===== src/sv/assert_macros.svh =====
// assertion helpers for the shader block
`ifndef ASSERT_MACROS_SVH
`define ASSERT_MACROS_SVH

// checked on every clock edge outside reset
`define LBAS_ASSERT(lbl, prop, msg) \
  lbl: assert property (@(posedge clk) disable iff (!rst_n) prop) else $error(msg);

// checked on every clock edge, reset included
`define LBAS_ASSERT_ALWAYS(lbl, prop, msg) \
  lbl: assert property (@(posedge clk) prop) else $error(msg);

`endif


===== src/sv/lbas_pkg.sv =====
// ----------------------------------------------------------------------------
// lbas_pkg
// shared constants, types and helper functions of the luma shader block
// ----------------------------------------------------------------------------
package lbas_pkg;

  localparam int MAX_IMAGE_WIDTH  = 2048;
  localparam int MAX_CELLS_ACROSS = 256;
  localparam int MAX_BLOCK_SIDE   = 64;
  localparam int MAX_CELLS_DOWN   = 256;

  localparam int IW_W   = 12;   // image width register
  localparam int BS_W   = 7;    // block side registers
  localparam int CC_W   = 9;    // cell count registers
  localparam int SUM_W  = 20;
  localparam int AREA_W = 13;
  localparam int LIM_W  = 15;
  localparam int CFG_AW = 3;
  localparam int CFG_DW = 12;
  localparam int LVL_STEPS = 3;

  localparam logic [CFG_AW-1:0] REG_IMAGE_WIDTH   = 3'd0;
  localparam logic [CFG_AW-1:0] REG_BLOCK_WIDTH   = 3'd1;
  localparam logic [CFG_AW-1:0] REG_BLOCK_HEIGHT  = 3'd2;
  localparam logic [CFG_AW-1:0] REG_CELLS_ACROSS  = 3'd3;
  localparam logic [CFG_AW-1:0] REG_CELLS_DOWN    = 3'd4;
  localparam logic [CFG_AW-1:0] REG_NEGATIVE_MODE = 3'd5;

  localparam logic [23:0] LUM_R = 24'd19595;
  localparam logic [23:0] LUM_G = 24'd38470;
  localparam logic [23:0] LUM_B = 24'd7471;

  typedef struct packed {
    logic div_load;   // start the cells-across division
    logic div_step;
    logic lim_load;   // latch cells across, column limit and block area
    logic accept;
    logic acc;        // accumulate into the cell sum
    logic lvl_step;
    logic emit;
  } lbas_cmd_t;

  typedef struct packed {
    logic blk_end;
    logic out_free;
  } lbas_sts_t;

  function automatic logic [7:0] luma(input logic [7:0] r, input logic [7:0] g,
                                      input logic [7:0] b);
    logic [23:0] acc;
    acc = LUM_R * {16'd0, r} + LUM_G * {16'd0, g} + LUM_B * {16'd0, b};
    return acc[23:16];
  endfunction

  function automatic logic [6:0] shade(input logic [2:0] lvl);
    logic [6:0] c;
    unique case (lvl)
      3'd0: c = 7'd64;   // @
      3'd1: c = 7'd35;   // #
      3'd2: c = 7'd37;   // %
      3'd3: c = 7'd42;   // *
      3'd4: c = 7'd124;  // |
      3'd5: c = 7'd45;   // -
      3'd6: c = 7'd46;   // .
      3'd7: c = 7'd32;   // space
    endcase
    return c;
  endfunction

endpackage


===== src/sv/lbas_ctrl.sv =====
// ----------------------------------------------------------------------------
// lbas_ctrl
// sequencer: setup division, per-pixel accumulate, level division and emit
// ----------------------------------------------------------------------------
module lbas_ctrl (
  input  logic                clk,
  input  logic                rst_n,
  input  logic                cfg_wr_en,
  input  logic                in_tvalid,
  output logic                in_tready,
  input  lbas_pkg::lbas_sts_t sts,
  output lbas_pkg::lbas_cmd_t cmd
);

  localparam logic [2:0] S_START = 3'd0;
  localparam logic [2:0] S_SETUP = 3'd1;
  localparam logic [2:0] S_LIMIT = 3'd2;
  localparam logic [2:0] S_IDLE  = 3'd3;
  localparam logic [2:0] S_ACC   = 3'd4;
  localparam logic [2:0] S_DIV   = 3'd5;
  localparam logic [2:0] S_EMIT  = 3'd6;

  logic [2:0] state_r, state_nxt;
  logic [3:0] cnt_r, cnt_nxt;

  always_comb begin
    state_nxt = state_r;
    cnt_nxt   = cnt_r;
    cmd       = '0;
    in_tready = 1'b0;
    unique case (state_r)
      S_START: begin
        cmd.div_load = 1'b1;
        cnt_nxt      = '0;
        state_nxt    = S_SETUP;
      end
      S_SETUP: begin
        cmd.div_step = 1'b1;
        cnt_nxt      = cnt_r + 4'd1;
        if (cnt_r == 4'(lbas_pkg::IW_W - 1)) begin
          state_nxt = S_LIMIT;
        end
      end
      S_LIMIT: begin
        cmd.lim_load = 1'b1;
        state_nxt    = S_IDLE;
      end
      S_IDLE: begin
        in_tready  = 1'b1;
        cmd.accept = in_tvalid;
        if (in_tvalid) begin
          state_nxt = S_ACC;
        end
      end
      S_ACC: begin
        cmd.acc = 1'b1;
        cnt_nxt = '0;
        state_nxt = sts.blk_end ? S_DIV : S_IDLE;
      end
      S_DIV: begin
        cmd.lvl_step = 1'b1;
        cnt_nxt      = cnt_r + 4'd1;
        if (cnt_r == 4'(lbas_pkg::LVL_STEPS - 1)) begin
          state_nxt = S_EMIT;
        end
      end
      S_EMIT: begin
        if (sts.out_free) begin
          cmd.emit  = 1'b1;
          state_nxt = S_IDLE;
        end
      end
      default: begin
        state_nxt = S_START;
      end
    endcase
    // a register write restarts the cells-across division
    if (cfg_wr_en) begin
      state_nxt = S_START;
    end
  end

  always_ff @(posedge clk) begin
    if (!rst_n) begin
      state_r <= S_START;
      cnt_r   <= '0;
    end else begin
      state_r <= state_nxt;
      cnt_r   <= cnt_nxt;
    end
  end

endmodule


===== config.mk =====
export PLATFORM = sky130hd
export DESIGN_NAME = lbas_ctrl
export DESIGN_NICKNAME = d
export VERILOG_FILES = /design/src/sv/assert_macros.svh /design/src/sv/lbas_pkg.sv /design/src/sv/lbas_ctrl.sv
export SDC_FILE = /design/constraint.sdc
export NUM_CORES = 1
export LEC_CHECK = 0
export ABC_AREA = 1
export BUFFER_PORTS_ARGS = -buffer_cell sky130_fd_sc_hd__buf_2
export CAP_MARGIN = 20
export CORE_AREA = 2 2 39 41
export DETAILED_ROUTE_END_ITERATION = 8
export DIE_AREA = 0 0 41 43
export GPL_ROUTABILITY_DRIVEN = 0
export PLACE_DENSITY_LB_ADDON = 0.05
export SLEW_MARGIN = 20
export SYNTH_ARGS = -nofsm -noshare
export SYNTH_HDL_FRONTEND = slang
export SYNTH_SLANG_ARGS = --single-unit

===== constraint.sdc =====
create_clock -name clk -period 1.3 [get_ports clk]
set_input_delay 0.26 -clock clk [delete_from_list [all_inputs] [get_ports clk]]
set_output_delay 0.26 -clock clk [all_outputs]
set_load 0.02 [all_outputs]

# Word-level counts from Yosys, hierarchy flattened
# Cells that the tools add are included.
# totals
inputBits	6
out_inout_bits	8
wordCells	38
ff_bits	7
# op_classes
n_bitwise	1
muxes	16
n_eq_ne	12
reduce_logical	6
add_sub_neg	1
# ops
cell	n
3-bit one-hot mux with 7 select lines	1
3-bit 2-to-1 mux	5
3-bit equality test (second input constant)	3
1-bit 2-to-1 mux	9
2-bit != test (second input constant)	4
4-bit one-hot mux with 2 select lines	1
3-bit by 2-bit equality test with 1-bit output (second input constant)	2
2-bit OR reduction	3
4-bit by 1-bit adder with 4-bit output (second input constant)	1
4-bit by 2-bit equality test with 1-bit output (second input constant)	1
4-bit equality test (second input constant)	1
4-bit AND reduction	1
3-bit by 1-bit equality test with 1-bit output (second input constant)	1
3-bit logical NOT	1
2-bit nonzero test	1
1-bit NOT	1

# Longest topological paths before layout
# Gate-level depths: netlist of the first run.
# logic_depth
ltp_word	3
ltp_mapped	9

# Worst setup path after synthesis of the first run
# No wires, ideal clock.
# synth_path
kind	reg2out
from	register state_r[2]
to	output port cmd[0] in the netlist's numbering
slack_ns	-0.211
path_stages_with_launch	3
arrival_ns	1.251
cell_sequence	dfxtp_1 > inv_2 > nor4_1
# synth_lines
element	line_no	rtl
from (decl)	lbas_ctrl.sv:23	logic [2:0] state_r, state_nxt;
from (signal assigned)	lbas_ctrl.sv:88	state_r <= state_nxt;
to (decl)	lbas_ctrl.sv:12	output lbas_pkg::lbas_cmd_t cmd

==> results by group, run 1 <==
Outcome
  – Failing checks: negative setup slack
  – Outcome: complete, but fails checks

Clock tree
  – Clk sink count: 7
  – Clock slew at reported path FFs: 0.05 ns
  – Worst-skew pair later-pin latency: 0.25 ns
  – CTS root buf: clkbuf_4
  – TritonCTS clock tree: built
  – CTS max path bufs: 2
  – CTS buffer count: 3
  – H-Tree Depth: 1

Timing
  – Highest clock rate: 0.755 GHz
  – Slack of the critical path: -0.0245 ns
  – Slew headroom: 76.8%
  – Final Setup Violations: 2
  – Period utilization: 102%
  – Fin Clk Skew: 0.00480 ns
  – Min Tclk post-route: 1.32 ns
  – Final Max Tran Viols: 0
  – Unrepaired setup endpoints after global routing: true
  – Least-Margin Pin Slew: 0.345 ns
  – Final hold viol count: 0

Synth
  – Cell Area, Synth: 452 um2
  – Mapped Nets: 75
  – Cell variety after synth: 18
  – Yosys warnings: 0
  – Synth Instances: 67
  – Synth Register Bits: 7
  – Syn_area_per_cell: 6.74 um2
  – Seq/Total Area, Yosys: 31.0%

Flow run
  – Max-cap viol count: 0

Power
  – Total power: 0.000565 W
  – VDD IR max: 0.432 mV
  – Static Leakage: 0.315 nW
  – PwrDens: 789 nW/um2

Placement
  – Detailed Place HPWL: 861 um
  – Port Buffers: 13
  – DP Area: 551 um2
  – Post-Place Worst Slack: 0.0685 ns
  – Placed cells: 97

Setup path
  – CP arrival: 1.06 ns
  – CP Launch Type: flip-flop
  – Worst path required time: 1.04 ns
  – Crit path max fanout: 6
  – Launch point of the worst path: state_r[0]$_SDFFE_PP0P_
  – Worst R2R End: state_r[0]$_SDFFE_PP0P_
  – Reg2reg setup slack: 0.07 ns
  – Endpoint class of the critical path: output pin
  – CP Class: flip-flop to output pin
  – FF-to-FF Start: state_r[1]$_SDFFE_PP0P_
  – Worst reg-to-reg path cell count: 10

Worst hold path
  – Hold path startpoint: rst_n
  – End of the worst hold path: cnt_r[0]$_SDFFE_PN0P_
  – HP Class: input port to flip-flop
  – Hold Crit Depth: 3

Layout
  – Commonest non-fill, non-tap cell in the layout: inv_1
  – Final #Nets: 99
  – Fin cells: 106
  – Layout cells sized above 1: 48.9%
  – Antenna fix cells: 0
  – Most frequent cells in the layout: inv_1 (10), buf_4 (9), nand2_1 (8)
  – Final instance area: 716 um2
  – FILL cells: 145
  – Area Growth Syn to Fin: 58.4%

Die
  – Die width: 41 um
  – Die height: 43 um
  – Initial Util: 32.6%
  – Core box area: 1380 um2
  – Total Die Area: 1760 um2
  – # IOs: 14
  – Rows: 14

GRT
  – GRT overflow: 0
  – Vias in the first global route: 466
  – Pin count of the biggest net entering global routing: 7
  – First-pass GRT wire length: 1.93 mm
  – Number of antenna violations at the first check in global routing: 0
  – GRT Total Usage: 16.8%

Routing
  – DR WL/cell: 10.7 um
  – Vias: 497
  – Antenna-violating nets left: 0
  – 1st-iter DRT viols: 3
  – Drc violations: 0
  – Final WL: 1.13 mm
  – TritonRoute pass-1 iters: 4
  – Vias/cell: 4.69
[flip-flops by register name, summed over array words and instances (netlist names)]
name	count
cnt_r	4
state_r	3
[kinds of logic (layout without fill, tap and decap cells)]
kind of cell | Yosys count | after routing | share of synthesized area, %
AO/OA/AOI/OAI | 8 | 8 | 9.14
adder cells (fa/ha/maj) | 2 | 2 | 5.54
buffers and inverters | 12 | 35 | 9.97
flip-flops | 7 | 7 | 31.0
AND/OR/NAND/NOR | 38 | 38 | 44.3
[cell type report]
class	instances	area [um2]	share of cell area, %
repair buffers	19	149	20.8
flip-flops and latches	7	151	21.2
multi-input cells	48	317	44.2
clock buffers	4	26.3	3.67
well taps	16	20.0	2.80
inverters	12	52.6	7.34
[cell usage after synthesis]
cell | n | area, um2
ha_1 | 2 | 25.0
o21ai_0 | 3 | 15.0
nand2_1 | 10 | 37.5
nor2_1 | 7 | 26.3
nor3b_1 | 1 | 7.51
nand2_4 | 1 | 11.3
dfxtp_1 | 7 | 140
nand4_1 | 1 | 6.26
a21oi_1 | 4 | 20.0
nor4_1 | 2 | 12.5
nor2_2 | 5 | 31.3
inv_1 | 10 | 37.5
nand3_1 | 3 | 15.0
o22ai_1 | 1 | 6.26
inv_2 | 2 | 7.51
nor2_4 | 1 | 11.3
nand2_2 | 5 | 31.3
nor3_1 | 2 | 10.0
[layer usage]
metal	vias up	global-route usage [%]	share of wire (%)
met3	2	4.71	4.6
met2	10	26.6	54
met4	0	12.0	0.80
li1	262	-	-
met5	-	0	0
met1	223	17.9	41
[report_power, final]
group	switching [W]	leakage, nW	internal [W]
Combinational	0.0000747	0.241	0.0000582
Sequential	0.0000133	0.0591	0.000221
Clock	0.0000808	0.0150	0.000117
[critical path: stages, from the launching register on]
cell     delay (ns)
dfxtp_4        0.38
nor4_4         0.26
buf_4          0.18
[what timing repair did]
action                                  CTS  global route
endpoints found under the setup margin    8             8
buffers inserted                          4             1
hold buffers                              0             0
pin swaps                                 4             3
resized for setup                        25             6
[per-stage QoR]
step	setup TNS (ns)	util (%)	hold slack [ns]
floorplan	0	-	0.393
global placement	0	39.8	0.511
detailed placement	0	39.8	0.513
CTS	-0.101	49.4	0.265
global route	-0.372	51.7	0.290
finish	-0.0324	51.7	0.272
[worst max-delay path by stage]
stage / endpoint / slack [ns]
floorplan: cmd[0] / 0.004
global placement: cmd[5] / 0.05
detailed placement: state_r[0]$_SDFFE_PP0P_ / 0.07
CTS: cmd[0] / -0.05
global route: cmd[0] / -0.09
finish: cmd[0] / -0.02
No activity file was read; power rests on OpenSTA's default activity.
==> inputs of run 2 (changes only) <==
--- a/config.mk
+++ b/config.mk
@@ -5,12 +5,12 @@
 export SDC_FILE = /design/constraint.sdc
 export NUM_CORES = 1
 export LEC_CHECK = 0
-export ABC_AREA = 1
+export ABC_AREA = 0
 export BUFFER_PORTS_ARGS = -buffer_cell sky130_fd_sc_hd__buf_2
 export CAP_MARGIN = 20
-export CORE_AREA = 2 2 39 41
+export CORE_MARGIN = 2
+export CORE_UTILIZATION = 35
 export DETAILED_ROUTE_END_ITERATION = 8
-export DIE_AREA = 0 0 41 43
 export GPL_ROUTABILITY_DRIVEN = 0
 export PLACE_DENSITY_LB_ADDON = 0.05
 export SLEW_MARGIN = 20
==> run 2 against run 1 <==
Against the previous run: the flow still finishes with violations (negative setup slack); synthesized area is 11% higher; cell count is 1.9% higher; count of clock-buffer cells in the layout stayed put; core utilization is 11 points higher; non-clock buffer count is 11 higher; combinational power is 15% lower; via count is 7.6% higher; critical path depth is 1 higher; largest cell class unchanged; largest power group unchanged; highest routed layer is now met3.
==> results by group, run 2 <==
Outcome
  – Outcome: complete, but fails checks
  – Failing checks: negative setup slack

Synth
  – Yosys warnings: 0
  – Ys flop type: dfxtp_1
  – Synth area leaders: dfxtp_1 (28%), nor2b_1 (6.2%), and2_1 (5.0%), ha_1 (5.0%), o21ai_0 (4.0%)
  – Syn_area_per_cell: 8.11 um2
  – Cell variety after synth: 31
  – Mapped Nets: 70
  – Synth cell count leaders: dfxtp_1 (7), inv_1 (5), nand2_1 (5), nor2b_1 (5)
  – Synth top area share: 27.9%
  – Synth Register Bits: 7
  – Seq/Total Area, Yosys: 27.9%
  – Async set-reset flop share out of synthesis: 0%
  – Synth Instances: 62
  – Leading area contributor after synthesis: dfxtp_1
  – Cell Area, Synth: 503 um2
  – Most frequent cell after synthesis: dfxtp_1
  – Number of flops mapped to enable cells by yosys: 0

Layout
  – Largest reg by FF count: cnt_r
  – Area Growth Syn to Fin: 63.7%
  – Commonest non-fill, non-tap cell in the layout: buf_4
  – Final instance area: 823 um2
  – Final #Nets: 102
  – Max FFs per register: 4
  – Most frequent cells in the layout: buf_4 (17), buf_6 (8), nand2_1 (5), buf_2 (5)
  – Top flop regs: cnt_r x4, state_r x3
  – Fin cells: 108
  – Antenna fix cells: 0
  – Layout cells sized above 1: 50.5%

Clock tree
  – CTS buffer count: 3
  – TritonCTS clock tree: built
  – Worst-skew pair later-pin latency: 0.26 ns
  – CTS max path bufs: 2
  – CTS root buf: clkbuf_4
  – H-Tree Depth: 1
  – Clk sink count: 7
  – Clock slew at reported path FFs: 0.06 ns

Worst hold path
  – HP Class: input port to flip-flop

Die
  – Total Die Area: 1760 um2
  – Initial Util: 38.2%
  – Core box area: 1320 um2
  – Die height: 41.9 um
  – Die width: 41.9 um
  – Rows: 13
  – # IOs: 14

Timing
  – Final hold viol count: 0
  – Period utilization: 111%
  – Slack of the critical path: -0.138 ns
  – Final Max Tran Viols: 0
  – Final Setup Violations: 10
  – Highest clock rate: 0.695 GHz
  – Unrepaired setup endpoints after global routing: true
  – Least-Margin Pin Slew: 0.338 ns
  – Fin Clk Skew: 0.00671 ns
  – Min Tclk post-route: 1.44 ns
  – Slew headroom: 77.4%

Routing
  – TritonRoute pass-1 iters: 4
  – DR WL/cell: 12.4 um
  – Final WL: 1.34 mm
  – Vias: 535
  – Drc violations: 0
  – 1st-iter DRT viols: 3
  – Vias/cell: 4.95
  – Antenna-violating nets left: 0

Power
  – PwrDens: 661 nW/um2
  – Static Leakage: 0.381 nW
  – VDD IR max: 0.513 mV

GRT
  – Vias in the first global route: 511
  – GRT overflow: 0
  – First-pass GRT wire length: 2.19 mm
  – Number of antenna violations at the first check in global routing: 0
  – GRT Total Usage: 16.4%
  – Pin count of the biggest net entering global routing: 9

Placement
  – Detailed Place HPWL: 803 um
  – Port Buffers: 13
  – Placed cells: 94
  – DP Area: 619 um2

Flow run
  – Max-cap viol count: 0

Setup path
  – Crit path max fanout: 4
  – CP Class: flip-flop to output pin
  – CP arrival: 1.18 ns
  – CP max stage delay: 0.41 ns
  – Worst path required time: 1.04 ns
  – CP max stage cell: or3b_4
  – Endpoint class of the critical path: output pin
  – CP Launch Type: flip-flop
  – Worst path cell trace: or3b_4, inv_2, buf_6
-- run 2: cell count changes in the layout (fill, tap and decap cells not counted), sizes merged, moves of 2 or more --
cell | previous run | this run
nand2b | 0 | 2
nor2b | 0 | 5
o21ai | 3 | 5
nor2 | 13 | 3
inv | 12 | 5
buf | 19 | 30
nand3b | 0 | 2
or3b | 0 | 2
nor4 | 2 | 0
o221ai | 0 | 2
and2 | 0 | 4
a21oi | 4 | 1
nand2 | 16 | 5
-- run 2: metal layers --
layer | part of all wire, % | up-vias | wire length (um) | track usage [%]
li1 | - | 278 | - | -
met5 | 0 | - | 0 | 0
met3 | 6.2 | 0 | 83 | 8.26
met1 | 48 | 237 | 647 | 21.1
met4 | 0 | 0 | 0 | 1.94
met2 | 45 | 20 | 605 | 25.0
-- run 2: critical path: cells and delay by family (launching register included) --
family                 cells  cell delay, ns
flip-flops                 1            0.34
buffers and inverters      2            0.16
AND/OR/NAND/NOR            1            0.41
-- run 2: worst paths after layout --
check / from / endpoint / slack (ns) / cells after the start
worst max-delay path: state_r[1]$_SDFFE_PP0P_ / cmd[5] / -0.14 / 3
worst min-delay path: rst_n / cnt_r[0]$_SDFFE_PN0P_ / 0.28 / 2
worst max register to register: state_r[1]$_SDFFE_PP0P_ / state_r[1]$_SDFFE_PP0P_ / -0.12 / 4
worst min register to register: cnt_r[3]$_SDFFE_PN0P_ / cnt_r[3]$_SDFFE_PN0P_ / 0.51 / 2
-- run 2: power breakdown --
part | switching [W] | internal [W]
Clock | 0.0000910 | 0.000118
Combinational | 0.0000533 | 0.0000600
Sequential | 0.00000430 | 0.000218
Total | 0.000149 | 0.000396
-- run 2: cell type report --
class / count / area, um2
timing repair buffer: 30 / 243
sequential: 7 / 146
clock buffer: 4 / 26.3
tap: 15 / 18.8
inverter: 5 / 18.8
fill: 119 / 494
multi-input combinational: 47 / 370
-- run 2: metrics by stage --
stage / worst slack, ns / setup TNS [ns] / power (W) / hold WS, ns / util, %
2_1_floorplan: -0.00526 / -0.00526 / 0.000274 / 0.382 / -
3_3_place_gp: 0.0280 / 0 / 0.000309 / 0.500 / 47.0
3_5_place_dp: 0.00843 / 0 / 0.000308 / 0.497 / 47.0
4_1_cts: -0.137 / -0.725 / 0.000543 / 0.283 / 59.1
5_1_grt: -0.180 / -1.32 / 0.000580 / 0.301 / 62.5
6_report: -0.138 / -0.856 / 0.000544 / 0.283 / 62.5
-- run 2: logic make-up after synthesis --
logic type | after synthesis | synth area share, %
multiplexers | 1 | 1.99
adder cells (fa/ha/maj) | 2 | 4.97
AND/OR/NAND/NOR | 30 | 35.6
flip-flops | 7 | 27.9
XOR/XNOR | 1 | 1.74
buffers and inverters | 8 | 7.71
AO/OA/AOI/OAI | 13 | 20.1
-- run 2: repair_timing --
action                     CTS  global route
hold buffers                 0             0
resized for setup           23             8
buffers inserted             9             1
gates cloned                 0             0
setup endpoints to repair    9            12
pin swaps                    1             6
==> inputs of run 3 (changes only) <==
--- a/config.mk
+++ b/config.mk
@@ -12,6 +12,7 @@
 export CORE_UTILIZATION = 35
 export DETAILED_ROUTE_END_ITERATION = 8
 export GPL_ROUTABILITY_DRIVEN = 0
+export MAX_ROUTING_LAYER = met4
 export PLACE_DENSITY_LB_ADDON = 0.05
 export SLEW_MARGIN = 20
 export SYNTH_ARGS = -nofsm -noshare
==> run 3 against run 2 <==
Against the previous run: the flow still finishes with violations (negative setup slack); die area is the same; via count grew 0.75%; sequential cell count is the same; design area is the same; core utilization is the same; combinational power is essentially flat; clock power is essentially flat; register-to-register slack is essentially flat; first-iteration DRC count grew 67%; sequential power is essentially flat; critical endpoint unchanged; highest routed layer is now met4.
==> results by group, run 3 (synthesized netlist as in run 2, its figures left out) <==
Routing
  – Vias/cell: 4.99
  – Vias: 539
  – TritonRoute pass-1 iters: 4
  – Antenna-violating nets left: 0
  – Drc violations: 0
  – 1st-iter DRT viols: 5
  – DR WL/cell: 12.0 um
  – Final WL: 1.30 mm

Clock tree
  – CTS max path bufs: 2
  – CTS root buf: clkbuf_4
  – Clock slew at reported path FFs: 0.06 ns
  – Worst-skew pair later-pin latency: 0.26 ns
  – H-Tree Depth: 1
  – Clk sink count: 7
  – TritonCTS clock tree: built
  – CTS buffer count: 3

GRT
  – GRT overflow: 0
  – First-pass GRT wire length: 2.19 mm
  – Vias in the first global route: 510
  – Number of antenna violations at the first check in global routing: 0
  – GRT Total Usage: 16.8%
  – Pin count of the biggest net entering global routing: 9

Timing
  – Final Setup Violations: 10
  – Unrepaired setup endpoints after global routing: true
  – Setup_tns: -0.835 ns
  – Final hold viol count: 0
  – Slew headroom: 77.0%
  – Slack of the critical path: -0.139 ns
  – Hold Slack: 0.283 ns
  – Final Max Tran Viols: 0
  – Least-Margin Pin Slew: 0.344 ns
  – Min Tclk post-route: 1.44 ns
  – Fin Clk Skew: 0.00676 ns
  – Period utilization: 111%
  – Highest clock rate: 0.695 GHz

Power
  – VDD IR max: 0.513 mV
  – Comb power frac: 20.8%
  – PwrDens: 661 nW/um2
  – Sw Ratio: 27.3%
  – Pint: 0.000396 W
  – Psw: 0.000148 W
  – Static Leakage: 0.381 nW
  – Total power: 0.000544 W
  – Clock power share: 38.4%
  – Reg power frac: 40.8%

Setup path
  – Worst path required time: 1.04 ns
  – FF-to-FF Start: state_r[1]$_SDFFE_PP0P_
  – CP max stage delay: 0.42 ns
  – Endpoint class of the critical path: output pin
  – CP arrival: 1.18 ns
  – Worst path cell trace: or3b_4, inv_2, buf_6
  – CP Launch Type: flip-flop
  – CP Class: flip-flop to output pin
  – CP Buf/Inv Count: 2
  – Crit path max fanout: 4
  – CP max stage cell: or3b_4
  – Launch point of the worst path: state_r[1]$_SDFFE_PP0P_
  – Delay-heaviest family, CP: simple AND/OR/NAND/NOR gates

Die
  – Core box area: 1320 um2
  – Initial Util: 38.2%
  – # IOs: 14
  – Rows: 13
  – Die height: 41.9 um
  – Total Die Area: 1760 um2
  – Die width: 41.9 um

Layout
  – Max FFs per register: 4
  – Antenna fix cells: 0
  – Final instance area: 823 um2
  – Final #Nets: 102
  – Largest reg by FF count: cnt_r
  – Layout cells sized above 1: 50.5%
  – Area Growth Syn to Fin: 63.7%
  – Top flop regs: cnt_r x4, state_r x3
  – Most frequent cells in the layout: buf_4 (17), buf_6 (8), nand2_1 (5), buf_2 (5)
  – Commonest non-fill, non-tap cell in the layout: buf_4

Placement
  – Detailed Place HPWL: 803 um
  – Post-Place Worst Slack: 0.00843 ns
  – DP Area: 619 um2
  – Port Buffers: 13

Outcome
  – Failing checks: negative setup slack
  – Outcome: complete, but fails checks

Flow run
  – Max-cap viol count: 0

Worst hold path
  – Hold path startpoint: rst_n
  – HP Class: input port to flip-flop
-- run 3: power by group through the flow --
stage / clock [W] / combinational (W) / sequential [W]
after floorplan: 0 / 0.0000455 / 0.000228
after global placement: 0 / 0.0000819 / 0.000227
after detailed placement: 0 / 0.0000808 / 0.000227
after CTS: 0.000215 / 0.000104 / 0.000224
after global routing: 0.000233 / 0.000124 / 0.000223
final: 0.000209 / 0.000113 / 0.000222
-- run 3: cell type report --
class / count / area, um2
sequential: 7 / 146
multi-input combinational: 47 / 370
inverter: 5 / 18.8
fill: 119 / 494
timing repair buffer: 30 / 243
tap: 15 / 18.8
clock buffer: 4 / 26.3
-- run 3: per-stage QoR --
stage	cells	util (%)
after global routing	108	62.5
final	108	62.5
after CTS	107	59.1
after floorplan	62	-
after global placement	94	47.0
after detailed placement	94	47.0
-- run 3: timing repair --
action                                  4_1_cts  5_1_grt
endpoints found under the setup margin        9       12
resized for setup                            23        8
pin swaps                                     1        6
hold buffers                                  0        0
buffers inserted                              9        1
-- run 3: per-layer routing --
| layer | wire (um) | vias up | share of wire (%) | track usage [%] |
|---|---|---|---|---|
| met2 | 585 | 17 | 45 | 25.0 |
| met4 | 9 | 0 | 0.69 | 1.94 |
| met1 | 640 | 241 | 49 | 21.1 |
| li1 | - | 279 | - | - |
| met3 | 64 | 2 | 4.9 | 8.26 |
| met5 | 0 | - | 0 | - |
-- run 3: path summary, 6_finish.rpt --
| kind | slack [ns] | end | depth (start not counted) |
|---|---|---|---|
| hold reg to reg | 0.51 | cnt_r[3]$_SDFFE_PN0P_ | 2 |
| hold / removal | 0.28 | cnt_r[0]$_SDFFE_PN0P_ | 2 |
| setup / recovery | -0.14 | cmd[5] | 3 |
| setup reg to reg | -0.12 | state_r[1]$_SDFFE_PP0P_ | 4 |
-- run 3: worst register-to-register path, cell delays in order (launching register included) --
cell     delay (ns)
dfxtp_2        0.34
or3b_4         0.42
buf_4          0.16
o22a_1         0.18
a32o_1         0.20
